$ cat src/rtl/dac_pkg.sv
// ----------------------------------------------------------------------------
// dac_pkg
// Shared constants and types for the decimal accumulator with carry cut.
// ----------------------------------------------------------------------------
`default_nettype none

package dac_pkg;

   localparam int NUM_COLUMNS = 10;
   localparam int DIGIT_W     = 4;
   localparam int CARRY_W     = 2;
   localparam int SUM_W       = 5;
   localparam int KEYS_W      = NUM_COLUMNS * DIGIT_W;
   localparam int TOTAL_W     = (NUM_COLUMNS + 1) * DIGIT_W;

   localparam logic [SUM_W-1:0]   RADIX        = SUM_W'(10);
   localparam logic [SUM_W-1:0]   RADIX_TWICE  = SUM_W'(20);
   localparam logic [SUM_W-1:0]   OVERFLOW_MAX = SUM_W'(15);
   localparam logic [DIGIT_W-1:0] FLAG_LIMIT   = DIGIT_W'(9);

   localparam logic ACTION_ADD   = 1'b0;
   localparam logic ACTION_CLEAR = 1'b1;

   typedef struct packed {
      logic clear;
      logic load;
   } cell_ctrl_type;

endpackage : dac_pkg

`default_nettype wire

$ cat src/rtl/dac_overflow_cell.sv
// ----------------------------------------------------------------------------
// dac_overflow_cell
// Overflow digit at the top of the chain: takes the carry out of the most
// significant column, saturates, and marks the end of the pass.
// ----------------------------------------------------------------------------
`default_nettype none

module dac_overflow_cell
   import dac_pkg::*;
(
   input  wire logic                clock,
   input  wire logic                reset,
   input  wire cell_ctrl_type       ctrl,
   input  wire logic                token_in,
   input  wire logic [CARRY_W-1:0]  carry_in,
   output logic                     done,
   output logic [DIGIT_W-1:0]       digit_out
);

   logic [DIGIT_W-1:0] ov_ff, ov_in;
   logic               done_ff;
   logic [SUM_W-1:0]   sum;

   always_comb begin
      sum = SUM_W'(ov_ff) + SUM_W'(carry_in);
      ov_in = (sum > OVERFLOW_MAX) ? DIGIT_W'(OVERFLOW_MAX) : DIGIT_W'(sum);
   end

   always_ff @(posedge clock) begin
      if (reset || ctrl.clear) begin
         ov_ff   <= '0;
         done_ff <= 1'b0;
      end else if (ctrl.load) begin
         done_ff <= 1'b0;
      end else begin
         done_ff <= token_in;
         if (token_in) begin
            ov_ff <= ov_in;
         end
      end
   end

   assign done      = done_ff;
   assign digit_out = ov_ff;

endmodule : dac_overflow_cell

`default_nettype wire

$ cat config.mk
export PLATFORM = sky130hd
export DESIGN_NAME = dac_overflow_cell
export DESIGN_NICKNAME = d
export VERILOG_FILES = /design/src/rtl/dac_pkg.sv /design/src/rtl/dac_overflow_cell.sv
export SDC_FILE = /design/constraint.sdc
export NUM_CORES = 1
export LEC_CHECK = 0
export BUFFER_PORTS_ARGS = -buffer_cell sky130_fd_sc_hd__buf_2
export CAP_MARGIN = 20
export CORE_AREA = 2 2 39 41
export DETAILED_ROUTE_END_ITERATION = 10
export DIE_AREA = 0 0 41 43
export SLEW_MARGIN = 5
export SYNTH_ARGS = -nofsm -noshare
export SYNTH_HDL_FRONTEND = slang
export SYNTH_SLANG_ARGS = --single-unit
$ cat constraint.sdc
create_clock -name clock -period 2 [get_ports clock]
set_clock_uncertainty 0.15 [all_clocks]
set_input_delay 0 -clock clock [delete_from_list [all_inputs] [get_ports clock]]
set_output_delay 0 -clock clock [all_outputs]
set_load 0.02 [all_outputs]
==> results.md <==
* Antenna viol nets, final at 0
* CP Capture Type: flop
* Synth area leaders: dfxtp_1, ha_1, o221a_1
* RSZ-0062 raised after global routing: no
* Clock buffer count from CTS at 3
* Hold_buf cts at 4
* IR drop worst, VDD at 0.193 mV
* CORE AREA at 1380 um2
* Sink Count at 5
* Rows at 14
* # setup viols final at 0
* DR vias at 249
* Total power at 0.000255 W
* Worst-path clk slew at 0.05 ns
* H-tree levels at 1
* Slew at the pin with the worst max-slew slack at 0.232 ns
* WS Path Type: in -> reg
* Post CTS Setup Buffer Count at 0
* Number of port buffers at 11
* Simple-Gate Fraction of Synth Area at 0.277
* Yosys Warn Count at 0
* Final Max Slew Viols at 0
* Initial antenna violation count at 0
* Crit-path max FO at 4
* Synth Area in XOR/XNOR at 0
* Global-route wire length before repair at 897 um
* Slew margin rel. at 0.845
* Clock Path Buffers at 2
* Largest net degree at the start of global routing at 8
* Final period util at 0.854
* CTS tree: built
* R2r setup slk at 0.39 ns
* Max_cap viols at 0
* Gr ovfl total at 0
* Largest family of logic cells by synthesized area: simple AND/OR/NAND/NOR gates
* Syn_nets at 34
* Share of cells above drive strength 1 at 0.419
* Post-Synth Adder-Cell Area at 0.164
* Achievable Freq at 585 MHz
* Area leader, netlist: dfxtp_1
* Seq/Total Area, Yosys at 0.364
* Chip height at 43 um
* Post-Syn Instances at 24
* Yosys top cell area share at 0.364
* Status: completed
* Avg Vias per Cell at 4.22
* HPWL after detailed placement at 386 um
* Inserted Diodes at 0
* Die area at 1760 um2
* GP Congestion at 0.698
* Crit path arrival time at 1.69 ns
* Mapped Avg Cell Area at 11.5 um2
* CP startpoint kind: input pin
* GRT Total Usage at 0.0826
* Worst Path Required at 1.98 ns
* PD cells at 613 nW/um2
* Final hold viol count at 0
* Crit-path cells: dlygate4sd3_1, buf_2, ha_1, fa_1, nand3_1, nand2_1, o221a_1
* Per-cell routed wire length at 8.76 um
* DRT iter0 DRCs at 1
* # nets final at 54
* DRC at 0
* Distinct cells, synth at 16
* Synthesized area at 275 um2
* Compound-cell area share of the yosys netlist at 0.145
* Lkg Pwr at 0.199 nW
* Non-filler cells, final at 59
* Post-CTS Resized at 0
* IO Count at 12
* Filler instances at 152
* Area Overhead vs Synth at 51.4%
* Die width at 41 um
* Routed WL at 517 um
* Vias in the first global route at 225
* Hold Slack at 0.0277 ns
* Initial core utilization at 0.199
* Root Buffer Master: clkbuf_4
* Inst Count DP at 51
* CP peak stage delay at 0.53 ns
* Mux cell area share after synthesis at 0.0364
* Worst skew pair latency at 0.24 ns
* Min cycle time layout at 1.71 ns
* Setup TNS at 0 ns
* CP max-delay cell: dlygate4sd3_1
* Hold Crit Class: in -> reg
* Seq cells post-synth at 5
* First-pass DRT Iterations at 2
cell type report:
cell class	instances	area [um2]	area share
clock buffer	4	26.3	0.0631
sequential	5	100	0.240
multi-input combinational	18	171	0.411
tap	16	20.0	0.0480
inverter	1	3.75	0.00901
timing repair buffer	15	95.1	0.228
worst max-delay path: cells and delay by family:
family | cells | cell delay [ns]
AOI/OAI and AO/OA | 1 | 0.22
adders and majority gates | 2 | 0.63
and+or+nand+nor | 2 | 0.18
buffers and inverters | 2 | 0.65
registers in the layout, summed over array words and instances (netlist names):
register and flops:
done 1, digit_out 4
path summary, 6_finish.rpt:
kind                            cells past startpoint            to          from
worst min-delay path                                3          done      token_in
worst max-delay path                                7  digit_out[1]   carry_in[0]
worst min register to register                      2  digit_out[3]  digit_out[3]
worst max register to register                      5  digit_out[1]  digit_out[0]
per-stage QoR:
step / area [um2] / setup WS [ns] / util
detailed placement: 350 / 0.385 / 0.253
CTS: 417 / 0.295 / 0.301
floorplan: 275 / 0.368 / -
global route: 417 / 0.196 / 0.301
finish: 417 / 0.291 / 0.301
global placement: 350 / 0.398 / 0.253
layout by cell type, fill, tap and decap left out:
cell and n:
dfxtp_1 5, a21oi_1 1, mux2i_1 1, a21o_1 1
nand2_1 2, ha_1 2, dlygate4sd3_1 4, nor2_2 1
o221a_1 2, nor2b_4 1, inv_1 1, and4_4 1
buf_2 11, clkbuf_1 1, o21ai_0 1, nor4_4 1
clkbuf_4 3, and2_1 1, nand3_1 2, fa_1 1
cells by family after synthesis:
kind of cell / count (synthesis)
buffers and inverters: 1
adder cells (fa/ha/maj): 3
flip-flops: 5
multiplexers: 1
AO/OA/AOI/OAI: 5
AND/OR/NAND/NOR: 9
synth_stat cells:
cell type,number
dfxtp_1,5
ha_1,2
nand2_1,2
nand3_1,2
o221a_1,2
a21o_1,1
a21oi_1,1
and2_1,1
and4_4,1
fa_1,1
inv_1,1
mux2i_1,1
nor2_2,1
nor2b_4,1
nor4_4,1
o21ai_0,1
routing by layer:
metal | vias to the layer above | GRT usage | share of wire
li1 | 126 | - | -
met1 | 114 | 0.114 | 0.48
met2 | 9 | 0.0813 | 0.43
met3 | 0 | 0.0471 | 0.085
met4 | 0 | 0.0800 | 0
met5 | - | 0 | 0
where the power goes:
group	switching [W]	internal [W]	leakage, nW
logic	0.0000154	0.0000174	0.143
clock network	0.0000435	0.0000756	0.0150
registers	0.00000155	0.000102	0.0405
total	0.0000604	0.000195	0.199
(Power assumes the default switching activity.)
