**src/rtl/dac_pkg.sv**
```systemverilog
// ----------------------------------------------------------------------------
// dac_pkg
// Shared constants and types for the decimal accumulator with carry cut.
// ----------------------------------------------------------------------------
`default_nettype none

package dac_pkg;

   localparam int NUM_COLUMNS = 10;
   localparam int DIGIT_W     = 4;
   localparam int CARRY_W     = 2;
   localparam int SUM_W       = 5;
   localparam int KEYS_W      = NUM_COLUMNS * DIGIT_W;
   localparam int TOTAL_W     = (NUM_COLUMNS + 1) * DIGIT_W;

   localparam logic [SUM_W-1:0]   RADIX        = SUM_W'(10);
   localparam logic [SUM_W-1:0]   RADIX_TWICE  = SUM_W'(20);
   localparam logic [SUM_W-1:0]   OVERFLOW_MAX = SUM_W'(15);
   localparam logic [DIGIT_W-1:0] FLAG_LIMIT   = DIGIT_W'(9);

   localparam logic ACTION_ADD   = 1'b0;
   localparam logic ACTION_CLEAR = 1'b1;

   typedef struct packed {
      logic clear;
      logic load;
   } cell_ctrl_type;

endpackage : dac_pkg

`default_nettype wire

```
**src/rtl/dac_digit_cell.sv**
```systemverilog
// ----------------------------------------------------------------------------
// dac_digit_cell
// One decimal column: holds its digit, adds key and carry when the token
// passes, and hands token and carry to the next more significant column.
// ----------------------------------------------------------------------------
`default_nettype none

module dac_digit_cell
   import dac_pkg::*;
(
   input  wire logic                clock,
   input  wire logic                reset,
   input  wire cell_ctrl_type       ctrl,
   input  wire logic [DIGIT_W-1:0]  key_in,
   input  wire logic                cut_in,
   input  wire logic                token_in,
   input  wire logic [CARRY_W-1:0]  carry_in,
   output logic                     token_out,
   output logic [CARRY_W-1:0]       carry_out,
   output logic [DIGIT_W-1:0]       digit_out
);

   logic [DIGIT_W-1:0] digit_ff, digit_in;
   logic [DIGIT_W-1:0] key_ff;
   logic               cut_ff;
   logic               token_ff;
   logic [CARRY_W-1:0] carry_ff, carry_in_next;
   logic [SUM_W-1:0]   sum;

   always_comb begin
      sum = SUM_W'(digit_ff) + SUM_W'(key_ff) + SUM_W'(carry_in);
      if (sum >= RADIX_TWICE) begin
         digit_in      = DIGIT_W'(sum - RADIX_TWICE);
         carry_in_next = CARRY_W'(2);
      end else if (sum >= RADIX) begin
         digit_in      = DIGIT_W'(sum - RADIX);
         carry_in_next = CARRY_W'(1);
      end else begin
         digit_in      = DIGIT_W'(sum);
         carry_in_next = '0;
      end
      if (cut_ff) begin
         carry_in_next = '0;
      end
   end

   always_ff @(posedge clock) begin
      if (reset || ctrl.clear) begin
         digit_ff <= '0;
         token_ff <= 1'b0;
         carry_ff <= '0;
      end else if (ctrl.load) begin
         token_ff <= 1'b0;
         carry_ff <= '0;
      end else begin
         token_ff <= token_in;
         if (token_in) begin
            digit_ff <= digit_in;
            carry_ff <= carry_in_next;
         end
      end
   end

   always_ff @(posedge clock) begin
      if (ctrl.load) begin
         key_ff <= key_in;
         cut_ff <= cut_in;
      end
   end

   assign token_out = token_ff;
   assign carry_out = carry_ff;
   assign digit_out = digit_ff;

endmodule : dac_digit_cell

`default_nettype wire

```
**config.mk**
```make
export PLATFORM = sky130hd
export DESIGN_NAME = dac_digit_cell
export DESIGN_NICKNAME = d
export VERILOG_FILES = /design/src/rtl/dac_pkg.sv /design/src/rtl/dac_digit_cell.sv
export SDC_FILE = /design/constraint.sdc
export NUM_CORES = 1
export LEC_CHECK = 0
export BUFFER_PORTS_ARGS = -buffer_cell sky130_fd_sc_hd__buf_2
export CAP_MARGIN = 20
export CELL_PAD_IN_SITES_DETAIL_PLACEMENT = 1
export CELL_PAD_IN_SITES_GLOBAL_PLACEMENT = 2
export CORE_MARGIN = 2
export CORE_UTILIZATION = 31
export CTS_CLUSTER_SIZE = 30
export DETAILED_ROUTE_END_ITERATION = 10
export PLACE_DENSITY = 0.84
export SYNTH_ARGS = -nofsm -noshare
export SYNTH_HDL_FRONTEND = slang
export SYNTH_SLANG_ARGS = --single-unit
```
**constraint.sdc**
```tcl
create_clock -name clock -period 3.8 [get_ports clock]
set_input_delay 0.19 -clock clock [delete_from_list [all_inputs] [get_ports clock]]
set_output_delay 0.19 -clock clock [all_outputs]
set_load 0.02 [all_outputs]
```
==> flow_summary.ini, run 1 <==
[outcome]
status = completed

[timing]
skew_ns = 0.00146
tns_ns = 0
maxSlewHeadroom = 0.387
layout_setup_ws_ns = 0.732
worst_slew_pin_slew_ns = 0.913
grt_setup_unrepaired = false
final-max-slew-violation-count = 0
hold_viol_final = 0
period_share = 0.807
fmaxAchievable_mhz = 326
finalSetupViolations = 0
layout_min_cycle_time_ns = 3.07

[grt]
grt_use_total = 0.153
grt_max_degree = 12
grt_pass1_vias = 690
grt-ovfl-total = 0
antenna_found_initial = 0
grt_pass1_wl_mm = 3.08

[clock_tree]
cts_max_path_buffers = 2
htree_levels = 1
cts_setup_buffers = 0
cts_buffers = 3
hold_buffers = 0
root_buffer = clkbuf_4
clock_sinks = 12
cts.repair.resized = 0
clkTransAtPathRegs_ns = 0.08
cts_tree = done
clock_latency_ns = 0.28

[pwr]
p_leak_nw = 0.438
power_switching_uw = 128
seqPwrFrac = 0.381
pwr-share-clk = 0.276
vdd_ir_drop_max_mv = 0.160
p_sw_frac = 0.338
p_per_area_nw_per_um2 = 409
combinationalPowerShare = 0.343
power.total_uw = 380
cellInternalPower_uw = 251

[setup_path]
critical_path.endpoint_type = register
cpMostUsedCell = inv_1
path_cells = inv_1 > fa_1 > inv_1 > ha_1 > fa_1 > inv_1 > ha_1 > a21oi_2 > nor2_1 > mux2_2 > a211oi_1
crit_required_ns = 3.99
cp.arrival_ns = 3.26
cp_max_fo = 7
cp_top_family = adder cells
setup.worst_path.start_class = register
cp.buffers_inverters = 3
slowest_stage = fa_1
worstSetupPathType = reg -> reg
max_stage_delay_ns = 0.64

[synth]
avgSynthCellArea_um2 = 9.98
yosysSeqAreaShare = 0.373
ys_top_cells_by_count = inv_1, dfxtp_1, ha_1
syn-instance-count = 78
synth.most_common_cell = inv_1
syn_nets = 100
yosys_warnings = 0
synth_top_family_by_area = adder cells
synth_compound_area_frac = 0.143
synth_top_cell_by_area = edfxtp_1
synthXorXnorAreaFrac = 0.0338
synth_adder_area_share = 0.190
synthSimpleGateAreaFrac = 0.156
synthTopCellsByArea = edfxtp_1, dfxtp_1, ha_1
synth_edf_count = 5
ys_ff_latch = 12
muxShareOfSynthArea = 0.0273
synth_cell_type_count = 34
synthesis.area_um2 = 778
synth_ff_type = dfxtp_1
synthDominantCellAreaShare = 0.193
synth-async-reset-ratio = 0

[die]
initial_core_util = 0.320
io_pins = 19
core-area_um2 = 2430
die_h_um = 54.1
die_w_um = 54.1
dieArea_um2 = 2930
rows = 18

[final_layout]
final_cells = 128
finalNetCount = 121
area_growth_pct = 19.1
fill_cells = 297
antenna_cells = 0
drive_gt1_frac = 0.255
stdcell_area_um2 = 927

[detailed_routing]
drt_iter0_drc = 7
vias = 647
drt-total-wl_mm = 1.79
dr.pass1.iters = 4
wl_per_cell_um = 14.0
postRouteAntennaNets = 0
post-route-drc-count = 0
via_per_inst = 5.05

[worst_hold_path]
hold_path_class = in -> reg

[placed_design]
place.port_buffers = 18
place_area_um2 = 891
routabilityCongestion = 0.761
dp_hpwl_mm = 1.45
dp_slack_ns = 0.747
numPlacedInstances = 124

[flow_run]
cap_violations = 0
## registers in the layout, indices dropped and copies added (netlist names)
signal / cells
digit_out: 4
key_ff: 4
carry_out: 2
cut_ff: 1
token_out: 1
## worst register-to-register path: stages (launching register included)
cell and delay (ns):
dfxtp_1 0.35, inv_1 0.07, fa_1 0.50, inv_1 0.05, ha_1 0.21, fa_1 0.64, inv_1 0.10, ha_1 0.24
a21oi_2 0.25, nor2_1 0.07, mux2_2 0.26, a211oi_1 0.25
## metal layers
metal	part of all wire	up-vias	GRT usage
li1	-	314	-
met1	0.43	315	0.187
met2	0.52	13	0.254
met3	0.024	5	0.0250
met4	0.025	0	0.0875
met5	0	-	0
## cell families (layout without fill, tap and decap cells)
logic type,Yosys count,after routing
flops,12,12
buf+inv,14,34
simple gates,22,22
compound gates,15,15
xor+xnor,3,3
mux,2,2
fa+ha+maj,10,10
## cell type report
| cell class | instances | area, um2 | share of cell area |
|---|---|---|---|
| repair buffers | 18 | 90.1 | 0.0972 |
| well taps | 30 | 37.5 | 0.0405 |
| clock buffers | 4 | 36.3 | 0.0391 |
| inverters | 12 | 45.0 | 0.0486 |
| multi-input cells | 52 | 428 | 0.462 |
| flip-flops and latches | 12 | 290 | 0.313 |
## placed cells by master (no fill, tap or decap), types with 2 or more instances in the layout
cell type and instances:
clkbuf_4 3, nand3b_1 2, nand2b_1 3, nor2_1 5
edfxtp_1 5, inv_1 12, buf_2 18, a2111oi_0 2
a31oi_1 2, xnor2_1 2, nand2_1 2, fa_1 3
a21oi_2 2, ha_1 7, nand3_1 2, nor3_1 3
dfxtp_1 7
## path summary, 6_finish.rpt
path / startpoint / end / slack [ns] / cells after the start
hold reg to reg: carry_out[1]$_SDFFE_PP0P_ / carry_out[1]$_SDFFE_PP0P_ / 0.47 / 2
setup / recovery: digit_out[1]$_SDFFE_PP0P_ / digit_out[2]$_SDFFE_PP0P_ / 0.73 / 11
setup reg to reg: digit_out[1]$_SDFFE_PP0P_ / digit_out[2]$_SDFFE_PP0P_ / 0.73 / 11
hold / removal: cut_in / cut_ff$_DFFE_PP_ / 0.08 / 1
## power by group through the flow
| stage | Sequential (mW) | Clock, mW | Combinational (mW) |
|---|---|---|---|
| 2_1_floorplan | 0.150 | 0 | 0.0918 |
| 3_3_place_gp | 0.148 | 0 | 0.123 |
| 3_5_place_dp | 0.148 | 0 | 0.130 |
| 4_1_cts | 0.145 | 0.105 | 0.131 |
| 5_1_grt | 0.146 | 0.113 | 0.147 |
| 6_report | 0.145 | 0.105 | 0.130 |
## through the flow
step,utilization,hold WS [ns]
after floorplan,-,0.273
after global placement,0.366,0.368
after detailed placement,0.366,0.369
after CTS,0.381,0.0791
after global routing,0.381,0.0721
final,0.381,0.0793
(Power assumes the default switching activity.)
==> run 2: changes to the inputs <==
Settings changed: ABC_AREA from default to 1, CORE_UTILIZATION 31 to 30.
Clock period 3.8 ns to 3.2 ns, I/O delays scaled along.
==> run 2 against run 1 <==
  * Count of clock-buffer cells in the layout unchanged
  * Global-route usage down 2.7 points
  * Combinational power up 24%
  * Worst setup slack worse by 0.31 ns
  * Via count up 3.7%
  * Register-to-register slack worse by 0.31 ns
  * Wire length down 2.5%
  * Critical path depth up 4
==> flow_summary.ini, run 2 <==
[timing]
final-max-slew-violation-count = 0
tns_ns = 0
finalSetupViolations = 0
fmaxAchievable_mhz = 360
skew_ns = 0.00178
worst_slew_pin_slew_ns = 0.225
grt_setup_unrepaired = false
layout_min_cycle_time_ns = 2.78
maxSlewHeadroom = 0.850
hold_viol_final = 0
period_share = 0.868

[detailed_routing]
vias = 671
drt-total-wl_mm = 1.74
postRouteAntennaNets = 0
dr.pass1.iters = 3
wl_per_cell_um = 11.7
drt_iter0_drc = 4
via_per_inst = 4.50
post-route-drc-count = 0

[pwr]
cellInternalPower_uw = 297
vdd_ir_drop_max_mv = 0.278
p_per_area_nw_per_um2 = 451
power_switching_uw = 152
p_sw_frac = 0.339
combinationalPowerShare = 0.360
pwr-share-clk = 0.259
seqPwrFrac = 0.381
p_leak_nw = 0.509
power.total_uw = 449

[synth]
synth_edf_count = 5
ys_top_cells_by_count = inv_1, nand2_1, a21oi_1, dfxtp_1, ha_1
ys_ff_latch = 12
synthDominantCellAreaShare = 0.181
syn-instance-count = 96
synth_cell_type_count = 20
synth.most_common_cell = inv_1
synth-async-reset-ratio = 0
syn_nets = 118
synth_top_cell_by_area = edfxtp_1
yosys_warnings = 0
yosysSeqAreaShare = 0.350
synth_ff_type = dfxtp_1
avgSynthCellArea_um2 = 8.64
synthTopCellsByArea = edfxtp_1, dfxtp_1, ha_1
synthesis.area_um2 = 830

[clock_tree]
cts_setup_buffers = 0
htree_levels = 1
cts.repair.resized = 0
cts_max_path_buffers = 2
cts_tree = done
cts_buffers = 3
hold_buffers = 0
root_buffer = clkbuf_4
clock_latency_ns = 0.27
clock_sinks = 12
clkTransAtPathRegs_ns = 0.07

[final_layout]
area_growth_pct = 19.9
stdcell_area_um2 = 995
antenna_cells = 0
drive_gt1_frac = 0.322
final_cell_mix = inv_1, buf_2, nand2_1
final_cells = 149
final_common_cell = inv_1
finalNetCount = 141

[setup_path]
r2r_slack_ns = 0.42
crit_required_ns = 3.37
startpoint = digit_out[1]$_SDFFE_PP0P_
cp_max_fo = 4
worstSetupPathType = reg -> reg
cp.arrival_ns = 2.94
setup.worst_path.start_class = register
critical_path.endpoint_type = register
worst_r2r_endpoint = digit_out[1]$_SDFFE_PP0P_
r2r_cells = 15
regToRegStartpoint = digit_out[1]$_SDFFE_PP0P_
crit_end = digit_out[1]$_SDFFE_PP0P_

[die]
dieArea_um2 = 3200
core-area_um2 = 2690
die_w_um = 56.6
die_h_um = 56.6
initial_core_util = 0.309
rows = 19
io_pins = 19

[grt]
grt_max_degree = 8
antenna_found_initial = 0
grt_use_total = 0.126
grt-ovfl-total = 0
grt_pass1_wl_mm = 3.15
grt_pass1_vias = 736

[worst_hold_path]
hold_path_class = in -> reg
hp-start = cut_in

[flow_run]
cap_violations = 0

[placed_design]
numPlacedInstances = 145
place.port_buffers = 18
dp_hpwl_mm = 1.55
routabilityCongestion = 0.779
place_area_um2 = 958

[outcome]
status = completed
==> run 2: cell count changes in the layout (fill, tap and decap cells not counted), moves of 3 or more <==
cell      change
nor3_1        -3
nand2_1      +14
nand2b_1      -3
inv_1         +8
nand3_2       +3
a21oi_1       +6
nand2_2       +5
nand3_1       +4
==> run 2: worst min-delay path by stage <==
stage                                      to  slack (ns)  depth (start not counted)
after global routing         cut_ff$_DFFE_PP_        0.05                          1
after global placement    key_ff[1]$_DFFE_PP_        0.34                          1
after CTS                    cut_ff$_DFFE_PP_        0.06                          1
final                        cut_ff$_DFFE_PP_        0.06                          1
after detailed placement     cut_ff$_DFFE_PP_        0.34                          1
after floorplan              cut_ff$_DFFE_PP_        0.26                          0
==> run 2: power groups by stage <==
| stage | clock, mW | combinational, mW | sequential [mW] |
|---|---|---|---|
| final | 0.116 | 0.161 | 0.171 |
| after CTS | 0.121 | 0.165 | 0.171 |
| after detailed placement | 0 | 0.165 | 0.175 |
| after global routing | 0.129 | 0.183 | 0.172 |
| after global placement | 0 | 0.158 | 0.174 |
| after floorplan | 0 | 0.118 | 0.177 |
==> run 2: final cells by class <==
cell class                 instances  area [um2]
fill                             334        1690
tap                               31        38.8
multi-input combinational         63         460
inverter                          21        78.8
sequential                        12         290
timing repair buffer              18        90.1
clock buffer                       4        36.3
==> run 2: layer usage <==
metal  share of wire  vias up  routed length [um]  GRT usage
met2            0.52       12                 911      0.229
met1            0.44      308                 767      0.143
li1                -      349                   -          -
met4           0.011        0                  19     0.0748
met3           0.026        2                  46    0.00922
met5               0        -                   0          0
==> run 2: cell families after synthesis <==
logic type	Yosys count	synth area share
AND/OR/NAND/NOR	41	0.296
AO/OA/AOI/OAI	12	0.0814
flip-flops	12	0.350
adder cells (fa/ha/maj)	10	0.178
buffers and inverters	21	0.0950
==> run 2: stage by stage <==
stage          hold WS (ns)  utilization  worst slack (ns)
3_3_place_gp          0.337        0.357             0.506
5_1_grt              0.0474        0.370             0.213
4_1_cts              0.0557        0.370             0.396
2_1_floorplan         0.259            -             0.481
6_report             0.0634        0.370             0.423
3_5_place_dp          0.339        0.357             0.404
==> run 2: critical path: stages, from the launching register on <==
cell	delay, ns
dfxtp_1	0.34
inv_1	0.07
fa_1	0.50
inv_1	0.04
ha_1	0.22
fa_1	0.56
inv_1	0.11
ha_1	0.21
nand2_1	0.05
nand2_1	0.06
nand2_2	0.08
nand3_2	0.12
nand3_2	0.09
nand2_1	0.04
o21ai_1	0.13
inv_1	0.05
==> run 3: changes to the inputs <==
Settings changed: CTS_CLUSTER_SIZE 30 to 25, RECOVER_POWER from default to 25.
==> run 3 against run 2 <==
  * Non-clock buffer count is the same
  * Register-to-register slack is essentially flat
  * Via count shrank 0.15%
  * Count of clock-buffer cells in the layout is the same
  * Worst hold slack is essentially flat
  * Clock skew is essentially flat
  * Sequential share of layout area is essentially flat
  * Worst setup slack lost 0.00058 ns
  * Largest cell class unchanged
  * Combinational power is essentially flat
  * Utilization is essentially flat
  * Global-route usage is the same
  * Sequential power is essentially flat
==> flow_summary.ini, run 3 (synthesis gave the netlist of run 2 again) <==
[detailed_routing]
routed-wl-met3_um = 46
via_per_inst = 4.50
highest_layer = met4
wl_per_cell_um = 11.7
dr.pass1.iters = 3
wl_met2_um = 911
vias = 670
drt_iter0_drc = 4
postRouteAntennaNets = 0
drt-total-wl_mm = 1.75
wl_met1_um = 768
post-route-drc-count = 0

[placed_design]
place.port_buffers = 18
dp_hpwl_mm = 1.55
routabilityCongestion = 0.779

[grt]
grt_pass1_vias = 736
grt_pass1_wl_mm = 3.15
grt_use_total = 0.126
antenna_found_initial = 0
grt_max_degree = 8
grt-ovfl-total = 0

[timing]
grt_setup_unrepaired = false
period_share = 0.868
final-max-slew-violation-count = 0
finalSetupViolations = 0
fmaxAchievable_mhz = 360
hold_viol_final = 0
tns_ns = 0
layout_min_cycle_time_ns = 2.78
worst_slew_pin_slew_ns = 0.521
skew_ns = 0.00186
maxSlewHeadroom = 0.652

[clock_tree]
clock_sinks = 12
hold_buffers = 0
cts_tree = done
root_buffer = clkbuf_4
clock_latency_ns = 0.27
cts_max_path_buffers = 2
cts_buffers = 3
htree_levels = 1
clkTransAtPathRegs_ns = 0.07
cts.repair.resized = 0
cts_setup_buffers = 0

[setup_path]
crit_required_ns = 3.37
cp_max_fo = 4
regToRegStartpoint = digit_out[1]$_SDFFE_PP0P_
critical_path.endpoint_type = register
cp.arrival_ns = 2.94
startpoint = digit_out[1]$_SDFFE_PP0P_
r2r_cells = 15
r2r_slack_ns = 0.42
worst_r2r_endpoint = digit_out[1]$_SDFFE_PP0P_
worstSetupPathType = reg -> reg
setup.worst_path.start_class = register

[die]
core-area_um2 = 2690
die_w_um = 56.6
rows = 19
initial_core_util = 0.309
io_pins = 19
dieArea_um2 = 3200
die_h_um = 56.6

[final_layout]
final_common_cell = inv_1
antenna_cells = 0
finalNetCount = 141
area_growth_pct = 19.8
fill_cells = 333
final_cell_mix = inv_1, buf_2, nand2_1
drive_gt1_frac = 0.314

[pwr]
power_switching_uw = 152
cellInternalPower_uw = 296
p_per_area_nw_per_um2 = 452
seqPwrFrac = 0.381
power.total_uw = 449
pwr-share-clk = 0.259
combinationalPowerShare = 0.359
vdd_ir_drop_max_mv = 0.277
p_sw_frac = 0.339
p_leak_nw = 0.506

[worst_hold_path]
hold_depth = 1
hold-path-endpoint = cut_ff$_DFFE_PP_
hp-start = cut_in
hold_path_class = in -> reg

[outcome]
status = completed

[flow_run]
cap_violations = 0
run 3: layer usage:
metal,global-route usage,vias up
li1,-,349
met3,0.00922,2
met5,0,-
met2,0.229,12
met4,0.0748,0
met1,0.143,307
run 3: critical path: stages (launching register included):
cell and delay (ns):
dfxtp_1 0.34, inv_1 0.07, fa_1 0.50, inv_1 0.04, ha_1 0.22, fa_1 0.56, inv_1 0.11, ha_1 0.21
nand2_1 0.05, nand2_1 0.06, nand2_2 0.08, nand3_2 0.12, nand3_2 0.09, nand2_1 0.04, o21ai_1 0.13, inv_1 0.05
run 3: metrics by stage:
stage          instance area, um2  hold WS (ns)  worst slack (ns)  cells   util
3_5_place_dp                  958         0.339             0.404    145  0.357
2_1_floorplan                 830         0.259             0.481     96      -
6_report                      993        0.0633             0.422    149  0.370
4_1_cts                       995        0.0557             0.396    149  0.370
5_1_grt                       993        0.0474             0.212    149  0.370
3_3_place_gp                  958         0.337             0.506    145  0.357
run 3: worst max-delay path by stage:
stage	end	slack, ns	cells past startpoint
detailed placement	digit_out[2]$_SDFFE_PP0P_	0.40	15
finish	digit_out[1]$_SDFFE_PP0P_	0.42	15
floorplan	digit_out[1]$_SDFFE_PP0P_	0.48	15
CTS	digit_out[1]$_SDFFE_PP0P_	0.40	15
global placement	digit_out[1]$_SDFFE_PP0P_	0.51	15
global route	digit_out[1]$_SDFFE_PP0P_	0.21	15
run 3: layout make-up:
class / count / area, um2 / share of cell area
flip-flops and latches: 12 / 290 / 0.292
clock buffers: 4 / 36.3 / 0.0365
inverters: 21 / 78.8 / 0.0793
well taps: 31 / 38.8 / 0.0390
multi-input cells: 63 / 460 / 0.463
repair buffers: 18 / 88.8 / 0.0894
run 3: power by group through the flow:
stage | Clock, mW | Sequential (mW) | Combinational (mW)
after floorplan | 0 | 0.177 | 0.118
final | 0.116 | 0.171 | 0.161
after CTS | 0.121 | 0.171 | 0.165
after detailed placement | 0 | 0.175 | 0.165
after global placement | 0 | 0.174 | 0.158
after global routing | 0.129 | 0.172 | 0.183
